==> src/design/sponge_layer_tracer_relax_unit_defines.svh <==
// Assertion helpers for the top block, which checks itself.
`ifndef SPONGE_LAYER_TRACER_RELAX_UNIT_DEFINES_SVH
`define SPONGE_LAYER_TRACER_RELAX_UNIT_DEFINES_SVH

// Condition holds in the same cycle as the trigger.
`define SLRT_ASSERT_SAME(label, clk, rst_n, trig, cond) \
  label: assert property (@(posedge clk) disable iff (!rst_n) (trig) |-> (cond)) \
    else $error("same-cycle check failed");

// Condition holds in the cycle after the trigger.
`define SLRT_ASSERT_NEXT(label, clk, rst_n, trig, cond) \
  label: assert property (@(posedge clk) disable iff (!rst_n) (trig) |=> (cond)) \
    else $error("next-cycle check failed");

`endif

==> src/design/slrt_pkg.sv <==
`timescale 1ns / 1ps
package slrt_pkg;

  // Number of tracer lanes carried on the ports.
  localparam int LANES = 3;
  // Denominator width: h + (damp*h >> 16) + max(wb,0) - min(w,0) stays below 2^36.
  localparam int DEN_W = 37;
  // Magnitude of (T - R) * h stays below 2^63.
  localparam int DVD_W = 64;
  // Divider iterations per lane, each retiring two quotient bits.
  localparam int DIV_STEPS = DVD_W / 2;
  localparam int CNT_W = $clog2(DIV_STEPS);

  // Register indexes, taken from address bit 2.
  localparam logic REG_ACTIVE = 1'b0;
  localparam logic REG_MINTH  = 1'b1;

  localparam logic signed [31:0] SAT_MAX = 32'sh7FFFFFFF;
  localparam logic signed [31:0] SAT_MIN = 32'sh80000000;

  typedef struct packed {
    logic              column_start;
    logic [30:0]       basin_depth;
    logic [19:0]       damp_factor;
    logic [30:0]       layer_thickness;
    logic signed [31:0] ref_interface;
    logic signed [31:0] tracer_in_0;
    logic signed [31:0] tracer_in_1;
    logic signed [31:0] tracer_in_2;
    logic signed [31:0] ref_tracer_0;
    logic signed [31:0] ref_tracer_1;
    logic signed [31:0] ref_tracer_2;
  } in_item_t;

  typedef struct packed {
    logic signed [31:0] tracer_out_0;
    logic signed [31:0] tracer_out_1;
    logic signed [31:0] tracer_out_2;
    logic               divide_fault;
  } out_item_t;

  typedef struct packed {
    logic [1:0]  active_tracers;
    logic [15:0] min_thickness;
  } cfg_t;

  // One classified layer, handed from the front to the back.
  typedef struct packed {
    logic [DEN_W-1:0]         den;
    logic [30:0]              h;
    logic [LANES-1:0][31:0]   tr;
    logic [LANES-1:0][31:0]   rf;
  } job_t;

  typedef struct packed {
    logic full;
    logic empty;
  } qstat_t;

  // Saturate a wide signed value to 32 bits.
  function automatic logic signed [31:0] sat32(input logic signed [65:0] x);
    logic signed [31:0] res;
    if (x > 66'(SAT_MAX)) res = SAT_MAX;
    else if (x < 66'(SAT_MIN)) res = SAT_MIN;
    else res = x[31:0];
    return res;
  endfunction

endpackage

==> src/design/slrt_queue.sv <==
`timescale 1ns / 1ps
module slrt_queue (
  input  logic             clk,
  input  logic             rst_n,
  input  slrt_pkg::job_t   wr_job,
  input  logic             wr_en,
  input  logic             rd_en,
  output slrt_pkg::job_t   rd_job,
  output slrt_pkg::qstat_t qstat
);

  // Two entries in flip-flops.
  slrt_pkg::job_t mem_r [2];
  logic       wr_ptr_r, rd_ptr_r;
  logic [1:0] count_r;

  always_ff @(posedge clk) begin
    if (!rst_n) begin
      wr_ptr_r <= 1'b0;
      rd_ptr_r <= 1'b0;
      count_r  <= 2'd0;
    end else begin
      if (wr_en) wr_ptr_r <= ~wr_ptr_r;
      if (rd_en) rd_ptr_r <= ~rd_ptr_r;
      if (wr_en && !rd_en) count_r <= count_r + 2'd1;
      else if (rd_en && !wr_en) count_r <= count_r - 2'd1;
    end
  end

  always_ff @(posedge clk) begin
    if (wr_en) mem_r[wr_ptr_r] <= wr_job;
  end

  assign rd_job      = mem_r[rd_ptr_r];
  assign qstat.full  = (count_r == 2'd2);
  assign qstat.empty = (count_r == 2'd0);

endmodule

==> config.mk <==
export PLATFORM = sky130hd
export DESIGN_NAME = slrt_queue
export DESIGN_NICKNAME = d
export VERILOG_FILES = /design/src/design/sponge_layer_tracer_relax_unit_defines.svh /design/src/design/slrt_pkg.sv /design/src/design/slrt_queue.sv
export SDC_FILE = /design/constraint.sdc
export NUM_CORES = 1
export LEC_CHECK = 0
export BUFFER_PORTS_ARGS = -buffer_cell sky130_fd_sc_hd__buf_2
export CAP_MARGIN = 10
export CORE_MARGIN = 2
export CORE_UTILIZATION = 45
export DETAILED_ROUTE_END_ITERATION = 6
export PLACE_DENSITY = 0.8
export SKIP_LAST_GASP = 1
export SLEW_MARGIN = 40
export SYNTH_ARGS = -nofsm -noshare
export SYNTH_HDL_FRONTEND = slang
export SYNTH_SLANG_ARGS = --single-unit
export TNS_END_PERCENT = 20
==> constraint.sdc <==
create_clock -name clk -period 13 [get_ports clk]
set_clock_uncertainty 0.1 [all_clocks]
set_input_delay 1.95 -clock clk [delete_from_list [all_inputs] [get_ports clk]]
set_output_delay 1.95 -clock clk [all_outputs]
set_load 0.005 [all_outputs]
### After elaboration in Yosys (flattened, before gate mapping)

Memories as Yosys holds them, arrays and structs flattened. A register that Yosys moved wholly into a read port is not among the register bits.
Index checks and enable logic that the tools add are counted.

| operators by class | value |
|---|---|
| $mul | 0 |
| eq/ne operators | 1 |
| shift operators | 0 |
| add/subtract/negate cells | 2 |
| $lt $le $gt $ge | 0 |
| reduce and logical (&&, ||, !) cells | 6 |
| multiplexer cells | 6 |
| div/mod/pow operators | 0 |
| bitwise gates (word level) | 2 |

Operators with widths:

| kind | number |
|---|---|
| 1-bit two-way mux | 4 |
| 2-bit two-way mux | 2 |
| 2-bit by 1-bit adder with 2-bit output (second input constant) | 1 |
| 2-bit equality test (second input constant) | 1 |
| 1-bit logical AND | 2 |
| 1-bit logical NOT | 2 |
| 2-bit logical NOT | 1 |
| 1-bit inverter | 2 |
| 2-bit nonzero test | 1 |
| 2-bit by 1-bit subtractor with 2-bit output (second input constant) | 1 |

| word-level totals | value |
|---|---|
| output and inout bits | 262 |
| bits in registers | 4 |
| latch bits | 0 |
| memories kept | 1 |
| ROM bits | 0 |
| memory bits (writable) | 520 |
| bits of input ports | 264 |

Memory list:

| name | depth | width | read ports | clocked after memory_dff | write ports | RTL line | text |
|---|---|---|---|---|---|---|---|
| mem_r | 2 | 260 | 1 | 1 | 1 | slrt_queue.sv:13 | `slrt_pkg::job_t mem_r [2];` |

### Logic depth before layout (Yosys ltp)

| depth | value |
|---|---|
| word-level depth | 4 |
| depth in mapped cells | 5 |

### Worst setup path after synthesis

No wires, ideal clock.

| timing path | value |
|---|---|
| path type | input to register |
| from | in wr_en |
| to | reg wr_ptr_r |
| slack | -1.235 ns |
| arrival time | 14.024 ns |
| stages | 2 |
| buffers on the path | 0 |
| path through | nor2b_1 -> o21a_1 |

RTL lines:

| item | RTL line | text |
|---|---|---|
| from (decl) | slrt_queue.sv:6 | `input logic wr_en,` |
| to (signal assigned) | slrt_queue.sv:23 | `if (wr_en) wr_ptr_r <= ~wr_ptr_r;` |
| to (decl) | slrt_queue.sv:14 | `logic wr_ptr_r, rd_ptr_r;` |

==> metrics <==
die width 214 um; R2R setup slack 10.39 ns; H-Tree Depth 2; Post-CTS Resized 0; Yosys reg bits 525; CTS tree yes; row cnt 76; CP required 10.95 ns; dpl hpwl 27900 um; WHS Path Cells 2; pin count of the biggest net entering global routing 80; Clock Path Buffers 3; Port Buffer Count 525; number of global-route vias before repair 9978; DRC 0; adder-cell share of the synthesized area 0.0632%; Pre-Repair DR Iteration Count 4; commonest non-fill, non-tap cells in the layout 525 x buf_2, 520 x edfxtp_1, 200 x mux2_4; power per cell area 152 nW/um^2; WL/cell 20.0 um; grt ovf 0; area of the multi-input gates 3800 sq um; antenna violations before repair 16; Hold Path Class reg2reg; Die Area 45700 sq um; first-pass GRT wire length 57600 um; routed vias 9879; Filler Cells Inserted 3198; Post-Route WL 40700 um; setup violators final 0; storage element area 15700 sq um; antenna viol nets, final 0; layout cells sized above 1 60.9%; complex-gate fraction of the synthesized area 0.101%; RSZ-0062 raised after global routing false; peak supply drop 112 uV; gpl congestion 0.763; launching point of the worst reg2reg path wr_ptr_r; GRT Util Overall 16.9%; worst r2r path cells 3; Clk pwr share 36.3%; Synth Cell Area 19800 sq um; number of max-cap violations 0; Inst Count DP 1923; fin cells 2033; Flop pwr share 53.3%; Net Sw Frac 21.4%; synth warn 0; simple-gate share of the synthesized area 0.272%; critical path peak fanout 60; # hold bufs at CTS 0; vias per cell 4.86; Layout Area Growth over Synthesis 24.3%; hold_sp count_r[1]; Slew HR 47.4%; Vert. Die Dim 214 um; syn_nets 1096; multiplexer share of the synthesized area 18.6%; CP Class reg2out; Slew Viols, Final 0; net switching power 0.798 mW; Worst Path Arrival 3.21 ns; outcome complete, no violations; Nets 1658; I/O pin count 526; post-CTS setup buffers 0; Worst-Skew Late Latency 0.57 ns; Yosys cell types 17; Clock Sinks 525; Lkg Pwr 9.60 nW; Critical R2R Capture mem_r[1][194]; 1st-iter DRT viols 572; Num CTS Buffers 51; core area 43300 sq um; Final Hold Violating Endpoints 0; fin crit share 40.5%; syn avg cell area 23.8 sq um; Final min period 5.26 ns; Gate Count Post-Synth 831; Power Internal 2.93 mW; Hold Path Sink count_r[1]; Initial Util 45.8%; Seq/Total Area, Yosys 79.4%; Clk pin slew, worst setup/hold paths 0.06 ns; XOR/XNOR Fraction of Synth Area 0.133%; Max Clock Freq 190 MHz; Root Driver clkbuf_16; Combinational Power Share 10.4%; Crit. End Element primary output; worst slew pin tran 0.790 ns; sum of negative setup slack 0 ns; startpoint types flip-flop; commonest non-fill, non-tap cell in the layout buf_2; largest family of logic cells by synthesized area multiplexers
power by group through the flow:
| stage | Combinational [mW] | Clock (mW) | Sequential, mW |
|---|---|---|---|
| 2_1_floorplan | 0.231 | 0 | 2.03 |
| 3_3_place_gp | 0.385 | 0 | 2.02 |
| 3_5_place_dp | 0.392 | 0 | 2.02 |
| 4_1_cts | 0.394 | 1.39 | 1.99 |
| 5_1_grt | 0.420 | 1.45 | 1.99 |
| 6_report | 0.389 | 1.35 | 1.99 |
metrics by stage:
stage / cell area [sq um] / power, mW / utilization, % / hold WS, ns / setup WS [ns]
2_1_floorplan: 19800 / 2.26 / - / 0.373 / 3.72
3_3_place_gp: 23000 / 2.40 / 53.1 / 0.387 / 7.80
3_5_place_dp: 23000 / 2.42 / 53.1 / 0.435 / 8.16
4_1_cts: 24500 / 3.77 / 56.7 / 0.449 / 7.51
5_1_grt: 24600 / 3.86 / 56.9 / 0.487 / 7.55
6_report: 24600 / 3.73 / 56.9 / 0.459 / 7.74
registers in the layout (all words and copies together) (netlist names), named ones only:
| signal | count |
|---|---|
| count_r | 2 |
| rd_ptr_r | 1 |
| mem_r | 520 |
| wr_ptr_r | 1 |
worst max-delay path: stages, from the launching register on:
cell and delay (ns):
dfxtp_4 0.73, buf_6 0.64, buf_6 0.65, mux2_4 0.38, buf_2 0.13
area by class of cell:
type / instances / share of cell area, %
Sequential cell: 525 / 63.9
Multi-Input combinational cell: 276 / 15.4
Timing Repair Buffer: 538 / 11.3
Clock buffer: 61 / 5.34
Tap cell: 585 / 2.97
Clock inverter: 32 / 0.880
Antenna cell: 15 / 0.153
Inverter: 1 / 0.0153
per-layer routing:
layer | up-vias | GRT usage, % | share of wire [%]
li1 | 4480 | - | -
met4 | 6 | 7.59 | 3.5
met5 | - | 0 | 0.064
met1 | 4830 | 19.5 | 36
met2 | 468 | 28.6 | 50
met3 | 95 | 5.77 | 9.4
synthesized netlist by cell type, drive strengths merged:
master  count  area share [%]
edfxtp    520              79
mux2      260              19
buf        29             1.5
dfxtp       5            0.51
and2        4            0.13
nor2b       3           0.095
xor2        2           0.088
a21boi      1           0.038
ha          1           0.063
inv         1           0.019
nor2        1           0.019
o21a        1           0.038
o21ai       1           0.025
or3         1           0.032
xnor2       1           0.044
logic make-up after synthesis:
| group | Yosys count |
|---|---|
| AO/OA/AOI/OAI | 3 |
| buffers and inverters | 30 |
| adder cells (fa/ha/maj) | 1 |
| AND/OR/NAND/NOR | 9 |
| multiplexers | 260 |
| flip-flops | 525 |
| XOR/XNOR | 3 |
worst max-delay path by stage:
stage,startpoint,to,slack (ns)
2_1_floorplan,wr_en,mem_r[0][0],3.72
3_3_place_gp,flip-flop,rd_job[245],7.80
6_report,flip-flop,rd_job[245],7.74
4_1_cts,flip-flop,rd_job[232],7.51
5_1_grt,flip-flop,rd_job[243],7.55
3_5_place_dp,flip-flop,rd_job[232],8.16
Note: power is estimated with default switching activity, not from simulation.
