==> src/design/sponge_layer_tracer_relax_unit_defines.svh <==
// Assertion helpers for the top block, which checks itself.
`ifndef SPONGE_LAYER_TRACER_RELAX_UNIT_DEFINES_SVH
`define SPONGE_LAYER_TRACER_RELAX_UNIT_DEFINES_SVH

// Condition holds in the same cycle as the trigger.
`define SLRT_ASSERT_SAME(label, clk, rst_n, trig, cond) \
  label: assert property (@(posedge clk) disable iff (!rst_n) (trig) |-> (cond)) \
    else $error("same-cycle check failed");

// Condition holds in the cycle after the trigger.
`define SLRT_ASSERT_NEXT(label, clk, rst_n, trig, cond) \
  label: assert property (@(posedge clk) disable iff (!rst_n) (trig) |=> (cond)) \
    else $error("next-cycle check failed");

`endif

==> src/design/slrt_pkg.sv <==
`timescale 1ns / 1ps
package slrt_pkg;

  // Number of tracer lanes carried on the ports.
  localparam int LANES = 3;
  // Denominator width: h + (damp*h >> 16) + max(wb,0) - min(w,0) stays below 2^36.
  localparam int DEN_W = 37;
  // Magnitude of (T - R) * h stays below 2^63.
  localparam int DVD_W = 64;
  // Divider iterations per lane, each retiring two quotient bits.
  localparam int DIV_STEPS = DVD_W / 2;
  localparam int CNT_W = $clog2(DIV_STEPS);

  // Register indexes, taken from address bit 2.
  localparam logic REG_ACTIVE = 1'b0;
  localparam logic REG_MINTH  = 1'b1;

  localparam logic signed [31:0] SAT_MAX = 32'sh7FFFFFFF;
  localparam logic signed [31:0] SAT_MIN = 32'sh80000000;

  typedef struct packed {
    logic              column_start;
    logic [30:0]       basin_depth;
    logic [19:0]       damp_factor;
    logic [30:0]       layer_thickness;
    logic signed [31:0] ref_interface;
    logic signed [31:0] tracer_in_0;
    logic signed [31:0] tracer_in_1;
    logic signed [31:0] tracer_in_2;
    logic signed [31:0] ref_tracer_0;
    logic signed [31:0] ref_tracer_1;
    logic signed [31:0] ref_tracer_2;
  } in_item_t;

  typedef struct packed {
    logic signed [31:0] tracer_out_0;
    logic signed [31:0] tracer_out_1;
    logic signed [31:0] tracer_out_2;
    logic               divide_fault;
  } out_item_t;

  typedef struct packed {
    logic [1:0]  active_tracers;
    logic [15:0] min_thickness;
  } cfg_t;

  // One classified layer, handed from the front to the back.
  typedef struct packed {
    logic [DEN_W-1:0]         den;
    logic [30:0]              h;
    logic [LANES-1:0][31:0]   tr;
    logic [LANES-1:0][31:0]   rf;
  } job_t;

  typedef struct packed {
    logic full;
    logic empty;
  } qstat_t;

  // Saturate a wide signed value to 32 bits.
  function automatic logic signed [31:0] sat32(input logic signed [65:0] x);
    logic signed [31:0] res;
    if (x > 66'(SAT_MAX)) res = SAT_MAX;
    else if (x < 66'(SAT_MIN)) res = SAT_MIN;
    else res = x[31:0];
    return res;
  endfunction

endpackage

==> src/design/slrt_front.sv <==
`timescale 1ns / 1ps
module slrt_front (
  input  logic              clk,
  input  logic              rst_n,
  input  slrt_pkg::in_item_t in_data,
  input  logic              in_push,
  output logic              in_full,
  input  slrt_pkg::cfg_t    cfg,
  input  slrt_pkg::qstat_t  qstat,
  output slrt_pkg::job_t    job,
  output logic              job_push
);

  localparam int DEN_W_L = slrt_pkg::DEN_W;

  typedef enum logic [4:0] {
    F_IDLE = 5'b00001,
    F_E    = 5'b00010,
    F_MUL  = 5'b00100,
    F_CAP  = 5'b01000,
    F_PUSH = 5'b10000
  } fstate_t;

  fstate_t state_r, state_nxt;
  slrt_pkg::in_item_t item_r;
  slrt_pkg::job_t     job_r;
  logic signed [31:0] e_r, wb_r, cap_r, ih_r, fb_r;
  logic [50:0]        damph_r;
  logic signed [53:0] wdp_r;

  logic signed [32:0] base_w, wb_w, sum_e;
  logic signed [33:0] cap_sum;
  logic signed [32:0] diff_e;
  logic signed [31:0] wd, w;
  logic [32:0]        neg_wm;
  logic [30:0]        wpb;
  logic [DEN_W_L-1:0] den_w;

  // Running state of the column, overridden on the bottom layer.
  always_comb begin
    base_w = item_r.column_start ? -$signed({2'b00, item_r.basin_depth}) : 33'(ih_r);
    wb_w   = item_r.column_start ? 33'sd0 : 33'(fb_r);
    sum_e  = base_w + $signed({2'b00, item_r.layer_thickness});
    diff_e = 33'(e_r) - 33'(item_r.ref_interface);
    cap_sum = 34'(wb_r) + $signed({3'b000, item_r.layer_thickness})
            - $signed({18'd0, cfg.min_thickness});
  end

  // Capped flux and the relaxation denominator.
  always_comb begin
    wd     = slrt_pkg::sat32(66'(wdp_r >>> 16));
    w      = (wd < cap_r) ? wd : cap_r;
    neg_wm = (w < 0) ? 33'(-(33'(w))) : 33'd0;
    wpb    = (wb_r > 0) ? wb_r[30:0] : 31'd0;
    den_w  = DEN_W_L'(item_r.layer_thickness) + DEN_W_L'(damph_r[50:16])
           + DEN_W_L'(wpb) + DEN_W_L'(neg_wm);
  end

  always_comb begin
    state_nxt = state_r;
    unique case (state_r)
      F_IDLE: if (in_push) state_nxt = F_E;
      F_E:    state_nxt = F_MUL;
      F_MUL:  state_nxt = F_CAP;
      F_CAP:  state_nxt = F_PUSH;
      F_PUSH: if (!qstat.full) state_nxt = F_IDLE;
      default: state_nxt = F_IDLE;
    endcase
  end

  always_ff @(posedge clk) begin
    if (!rst_n) begin
      state_r <= F_IDLE;
      ih_r    <= '0;
      fb_r    <= '0;
    end else begin
      state_r <= state_nxt;
      if (state_r == F_CAP) begin
        ih_r <= e_r;
        fb_r <= w;
      end
    end
  end

  // Datapath registers, one step per state.
  always_ff @(posedge clk) begin
    if (state_r == F_IDLE && in_push) item_r <= in_data;
    if (state_r == F_E) begin
      e_r     <= slrt_pkg::sat32(66'(sum_e));
      wb_r    <= wb_w[31:0];
      damph_r <= 51'(item_r.damp_factor) * 51'(item_r.layer_thickness);
    end
    if (state_r == F_MUL) begin
      wdp_r <= 54'(diff_e) * 54'($signed({1'b0, item_r.damp_factor}));
      cap_r <= slrt_pkg::sat32(66'(cap_sum));
    end
    if (state_r == F_CAP) begin
      job_r.den   <= den_w;
      job_r.h     <= item_r.layer_thickness;
      job_r.tr[0] <= item_r.tracer_in_0;
      job_r.tr[1] <= item_r.tracer_in_1;
      job_r.tr[2] <= item_r.tracer_in_2;
      job_r.rf[0] <= item_r.ref_tracer_0;
      job_r.rf[1] <= item_r.ref_tracer_1;
      job_r.rf[2] <= item_r.ref_tracer_2;
    end
  end

  assign in_full  = (state_r != F_IDLE);
  assign job_push = (state_r == F_PUSH) && !qstat.full;
  assign job      = job_r;

endmodule

==> config.mk <==
export PLATFORM = sky130hd
export DESIGN_NAME = slrt_front
export DESIGN_NICKNAME = d
export VERILOG_FILES = /design/src/design/sponge_layer_tracer_relax_unit_defines.svh /design/src/design/slrt_pkg.sv /design/src/design/slrt_front.sv
export SDC_FILE = /design/constraint.sdc
export NUM_CORES = 2
export LEC_CHECK = 0
export BUFFER_PORTS_ARGS = -buffer_cell sky130_fd_sc_hd__buf_2
export CAP_MARGIN = 5
export CORE_ASPECT_RATIO = 2
export CORE_MARGIN = 2
export CORE_UTILIZATION = 57
export DETAILED_ROUTE_END_ITERATION = 7
export GPL_ROUTABILITY_DRIVEN = 0
export PLACE_DENSITY = 0.88
export SYNTH_ARGS = -nofsm -noshare
export SYNTH_HDL_FRONTEND = slang
export SYNTH_SLANG_ARGS = --single-unit
==> constraint.sdc <==
create_clock -name clk -period 17.4 [get_ports clk]
set_input_delay 2.61 -clock clk [delete_from_list [all_inputs] [get_ports clk]]
set_output_delay 2.61 -clock clk [all_outputs]
set_load 0.1 [all_outputs]
== After elaboration in Yosys (flattened, before gate mapping) ==
Index checks and enable logic that the tools add are counted.

* Add/subtract/negate cells: 9
* Order comparisons: 9
* Multiplexer cells: 11
* $mul: 2
* Eq/ne operators: 8
* Reduce and logical (&&, ||, !) cells: 4

{| class="wikitable"
|+ Operators by type and width
! kind !! count
|-
| $mux W32 || 5
|-
| $mux W33 || 2
|-
| $mul A33 B21 Y54 || 1
|-
| $mul A20 B31 Y51 || 1
|-
| $gt A38 B32 Y1 const B || 1
|-
| $lt A38 B32 Y1 const B || 1
|-
| $add A36 B31 Y37 || 1
|-
| $add A37 B33 Y37 || 1
|-
| $add A31 B35 Y36 || 1
|-
| $gt A34 B32 Y1 const B || 1
|-
| $lt A34 B32 Y1 const B || 1
|-
| $sub A33 B17 Y34 || 1
|-
| $add A32 B32 Y33 || 1
|-
| $add A33 B32 Y33 || 1
|-
| $gt A33 B32 Y1 const B || 1
|-
| $lt A33 B32 Y1 const B || 1
|-
| $neg A31 Y33 || 1
|-
| $neg A32 Y33 || 1
|-
| $sub A32 B32 Y33 || 1
|-
| $gt A32 B1 Y1 const B || 1
|-
| $lt A32 B1 Y1 const B || 1
|-
| $lt A32 B32 Y1 || 1
|-
| $mux W31 || 1
|-
| $pmux W5 S5 || 1
|-
| other kinds (11) || 14
|}

* Logic and storage cells: 70
* Register bits: 837
* Output and inout port bits: 262

== Depth between registers and ports, before layout ==
* Depth after elaboration: 8
* Mapped depth: 43
* Gate-level depth less buffers: 41

== Worst setup path after synthesis ==
Ideal clock, no wire load.

* Path kind: input port to flip-flop
* From: input in_push
* To: register state_r[0]
* Data arrival time: 16.205 ns
* Cell stages on the path: 3
* Path slack: 0.535 ns
* Library setup time: 0.661 ns
* Cell sequence: inv_1 > nor2_1 > o21ai_0

* Word-level cells in the longest chain between the ends: 2

{| class="wikitable"
|+ Ends and longest elaborated chain
! item !! line !! source
|-
| start, declared || slrt_front.sv:6 || <nowiki>input logic in_push,</nowiki>
|-
| $ne A2 B2 Y1 (no line) || n/a ||
|-
| $reduce_and A2 Y1 (no line) || n/a ||
|-
| end signal, assigned || slrt_front.sv:77 || <nowiki>state_r <= state_nxt;</nowiki>
|-
| end, declared || slrt_front.sv:24 || <nowiki>fstate_t state_r, state_nxt;</nowiki>
|}

No other way between the ends.
A chain may end at the register's enable or synchronous reset.

== Worst setup path in the final report ==
* From: register wdp_r[52]
* To: register job_r, in the netlist job[257], data pin

* Word-level cells in the longest chain between the ends: 8
* Elaborated cells on any way between the ends: 10

{| class="wikitable"
|+ Ends and longest elaborated chain
! item !! line !! source
|-
| start, declared || slrt_front.sv:29 || <nowiki>logic signed [53:0] wdp_r;</nowiki>
|-
| start signal, assigned || slrt_front.sv:94 || <nowiki>wdp_r <= 54'(diff_e) * 54'($signed({1'b0, item_r.damp_factor}));</nowiki>
|-
| $lt A38 B32 Y1 || slrt_pkg.sv:64 || <nowiki>else if (x < 66'(SAT_MIN)) res = SAT_MIN;</nowiki>
|-
| $mux W32 || slrt_pkg.sv:64 ||
|-
| $mux W32 (*) || slrt_pkg.sv:63 || <nowiki>if (x > 66'(SAT_MAX)) res = SAT_MAX;</nowiki>
|-
| $lt A32 B32 Y1 || slrt_front.sv:52 || <nowiki>w = (wd < cap_r) ? wd : cap_r;</nowiki>
|-
| $mux W32 (*) || slrt_front.sv:52 ||
|-
| $neg A32 Y33 / $lt A32 B1 Y1 (equally long branches) || slrt_front.sv:53 || <nowiki>neg_wm = (w < 0) ? 33'(-(33'(w))) : 33'd0;</nowiki>
|-
| $mux W33 (*) || slrt_front.sv:53 ||
|-
| $add A37 B33 Y37 (*) || slrt_front.sv:56 || <nowiki>+ DEN_W_L'(wpb) + DEN_W_L'(neg_wm);</nowiki>
|-
| via den_w[34] || slrt_front.sv:37 || <nowiki>logic [DEN_W_L-1:0] den_w;</nowiki>
|-
| end, declared || slrt_front.sv:26 || <nowiki>slrt_pkg::job_t job_r;</nowiki>
|}

Mark *: on every way through the listed nets, which the timed path passes. The rest lies on a longest branch.

==> results by group <==
Status
  – Outcome: finished clean

Setup path
  – CP Launch Type: flip-flop
  – R2R Setup Slk: 5970 ps
  – Crit. End Element: flip-flop
  – Worst EP arrival: roughly 12000 ps
  – Buf/Inv on CP: 4
  – Crit Path Category: flip-flop to flip-flop
  – Peak fanout along the critical path: between 40 and 50
  – Slowest stage cell, crit path: nor4_4
  – Crit-path leading delay family: compound AO/OA/AOI/OAI gates
  – Crit-path max cell delay: 580 ps
  – WP data required: ~18000 ps

CTS
  – Clk buf depth: 3
  – Setup Fix Bufs, Post-CTS: 0
  – Clock sink count: around 800
  – Root Buffer: clkbuf_16
  – CTS Hold Buffers Added: 0
  – Post-cts resize count: 0
  – H-tree depth: 3
  – Latest clock arrival within the worst-skew pair: ~760 ps
  – Worst-path clk slew: 70 ps
  – CTS tree: yes
  – CTS Buf Count: 75

Timing
  – Setup tns final: 0 ps
  – Slew HR: between 10% and 20%
  – Slew Limit Fails: 0
  – FMAX: 0.0875 GHz
  – Hold Vio Cnt, Final: 0
  – Final count of negative-setup-slack endpoints: 0
  – Tcrit/Tclk final: between 60% and 70%
  – Slew @ Worst Pin: approximately 1300 ps
  – Skew final: between 70 and 80 ps
  – RSZ-0062 raised after global routing: no
  – Tmin final: about 11000 ps

Synthesis
  – Count of cell types in the netlist: roughly 100
  – Yosys warns: 0
  – Async SR Flop Fraction: 0%
  – Ys flop type: edfxtp_1
  – Syn avg cell area: approximately 11 µm²
  – EDFF count, synth: about 740
  – Top cell type's share of synthesized area: about a third
  – Synth area leader: fa_1
  – Synth Register Bits: approximately 800
  – Synth cell count leaders: 1467 x inv_1, 1249 x fa_1, 1094 x nand2_1
  – Ranking of synthesized cells by area: fa_1 32%, edfxtp_1 28%, ha_1 7.5%
  – Synthesized area: ~79000 µm²
  – Mapped Cells: 7533
  – Count leader, synth: inv_1
  – Seq/Total Area, Yosys: roughly 30%

Final layout
  – Fillers: between 10000 and 15000
  – Final cell count without fillers: ~9900
  – Post-route cell area: a little under 90000 µm²
  – Nets: approximately 10000
  – Fraction of layout cells with a size suffix above 1: 11.7%
  – Area grow syn2layout: 9.50%
  – Layout Utilization: between 60% and 70%

Detailed routing
  – 1st-iter DRT viols: 6097
  – Vias/cell: 6.01
  – Routed len/inst: approximately 25 µm
  – First-pass iteration count of the detailed router: 8
  – WL final: ~250 mm
  – Vias: roughly 60000
  – Post-DRT Antenna Nets: 0
  – Drt drc: 0

Place
  – Placed Cells incl. Taps: just under 10000
  – Final HPWL DP: 187 mm
  – Cell Area, Placed: about 84000 µm²
  – Buffers on Ports: just under 600

Die
  – Full die area: about 140000 µm²
  – Die Y: around 530 µm
  – Core area: approximately 140000 µm²
  – Die Wd: 268 µm
  – Initial Utilization: between 50 and 60%
  – Ports: a little under 600
  – Row count: just under 200

Global routing
  – GRT Total Usage: roughly 35%
  – First-pass GRT wire length: roughly 370 mm
  – Initial antenna violation count: 44
  – GRT overflow: 0
  – Number of global-route vias before repair: approximately 66000
  – Largest net degree at the start of global routing: ~120

Worst hold path
  – Min-Delay Path Class: flip-flop to flip-flop

Run
  – MaxCap Viol Count: 0
-- registers in the layout, indices dropped and copies added (netlist names) --
register,count
ih_r,32
state_r,5
e_r,32
cap_r,32
fb_r,32
wdp_r,38
wb_r,32
item_r,307
job,259
damph_r,35
-- cells by family after synthesis --
| family | after synthesis | share of synthesized area, % |
|---|---|---|
| AND/OR/NAND/NOR | 2130 | 12.9 |
| AO/OA/AOI/OAI | 746 | 6.21 |
| buffers and inverters | 1810 | 8.67 |
| other | 1 | 0.00473 |
| XOR/XNOR | 251 | 2.78 |
| multiplexers | 61 | 0.823 |
| adder cells (fa/ha/maj) | 1730 | 39.1 |
| flip-flops | 804 | 29.6 |
-- metal layers --
| layer | track usage [%] | routed length, µm |
|---|---|---|
| met1 | 33.3 | 68200 |
| met2 | 58.5 | 119000 |
| met3 | 11.3 | 28500 |
| met4 | 36.0 | 30900 |
| met5 | 0 | 135 |
-- cells in the final DEF (no fill, tap or decap), types with 28 or more instances in the layout --
cell type / instances
inv_1: 1467
fa_1: 1249
nand2_1: 1093
edfxtp_1: 735
buf_2: 587
and2_1: 506
ha_1: 477
a21oi_1: 198
xnor2_1: 169
o21ai_0: 157
nor2_1: 133
buf_4: 124
a21o_1: 102
nor2b_1: 80
xor2_1: 77
clkbuf_16: 75
dfxtp_1: 69
nor3_1: 61
nand3_1: 59
a21boi_0: 45
nand4_1: 40
mux2_2: 34
nand2b_1: 32
diode_2: 31
o211ai_1: 28
-- final cells by class --
cell class,instances,area (µm²),area share [%]
Antenna cell,31,77.6,0.0893
Clock buffer,86,1930,2.22
Clock inverter,52,619,0.713
Inverter,1468,5520,6.35
Multi-Input combinational cell,4920,49100,56.5
Sequential cell,804,23500,27.0
Tap cell,1852,2320,2.67
Timing Repair Buffer,711,3870,4.45
-- metrics by stage --
step | hold slack, ps | setup WS [ps]
after floorplan | 400 | 535
after global placement | 400 | 6680
after detailed placement | 405 | 6460
after CTS | 400 | 6370
after global routing | 407 | 5460
final | 397 | 5970
-- final timing paths --
path / cells past startpoint / endpoint / start
max reg2reg: 39 / job[257] / wdp_r[52]
min reg2reg: 0 / job[13] / item_r[77]
max: 39 / job[257] / wdp_r[52]
min: 0 / job[13] / item_r[77]
-- worst reg2reg max path, delay by kind of cell (launching register included) --
| kind | cells | cell delay (ps) |
|---|---|---|
| xor+xnor | 3 | 440 |
| fa+ha+maj | 5 | 2150 |
| buf+inv | 4 | 880 |
| mux | 2 | 620 |
| flops | 1 | 440 |
| compound gates | 13 | 3620 |
| simple gates | 12 | 3050 |
Power is left out: the tool's default activity adds up to more than one toggle a clock period on the data nets, which glitch-free logic cannot reach.
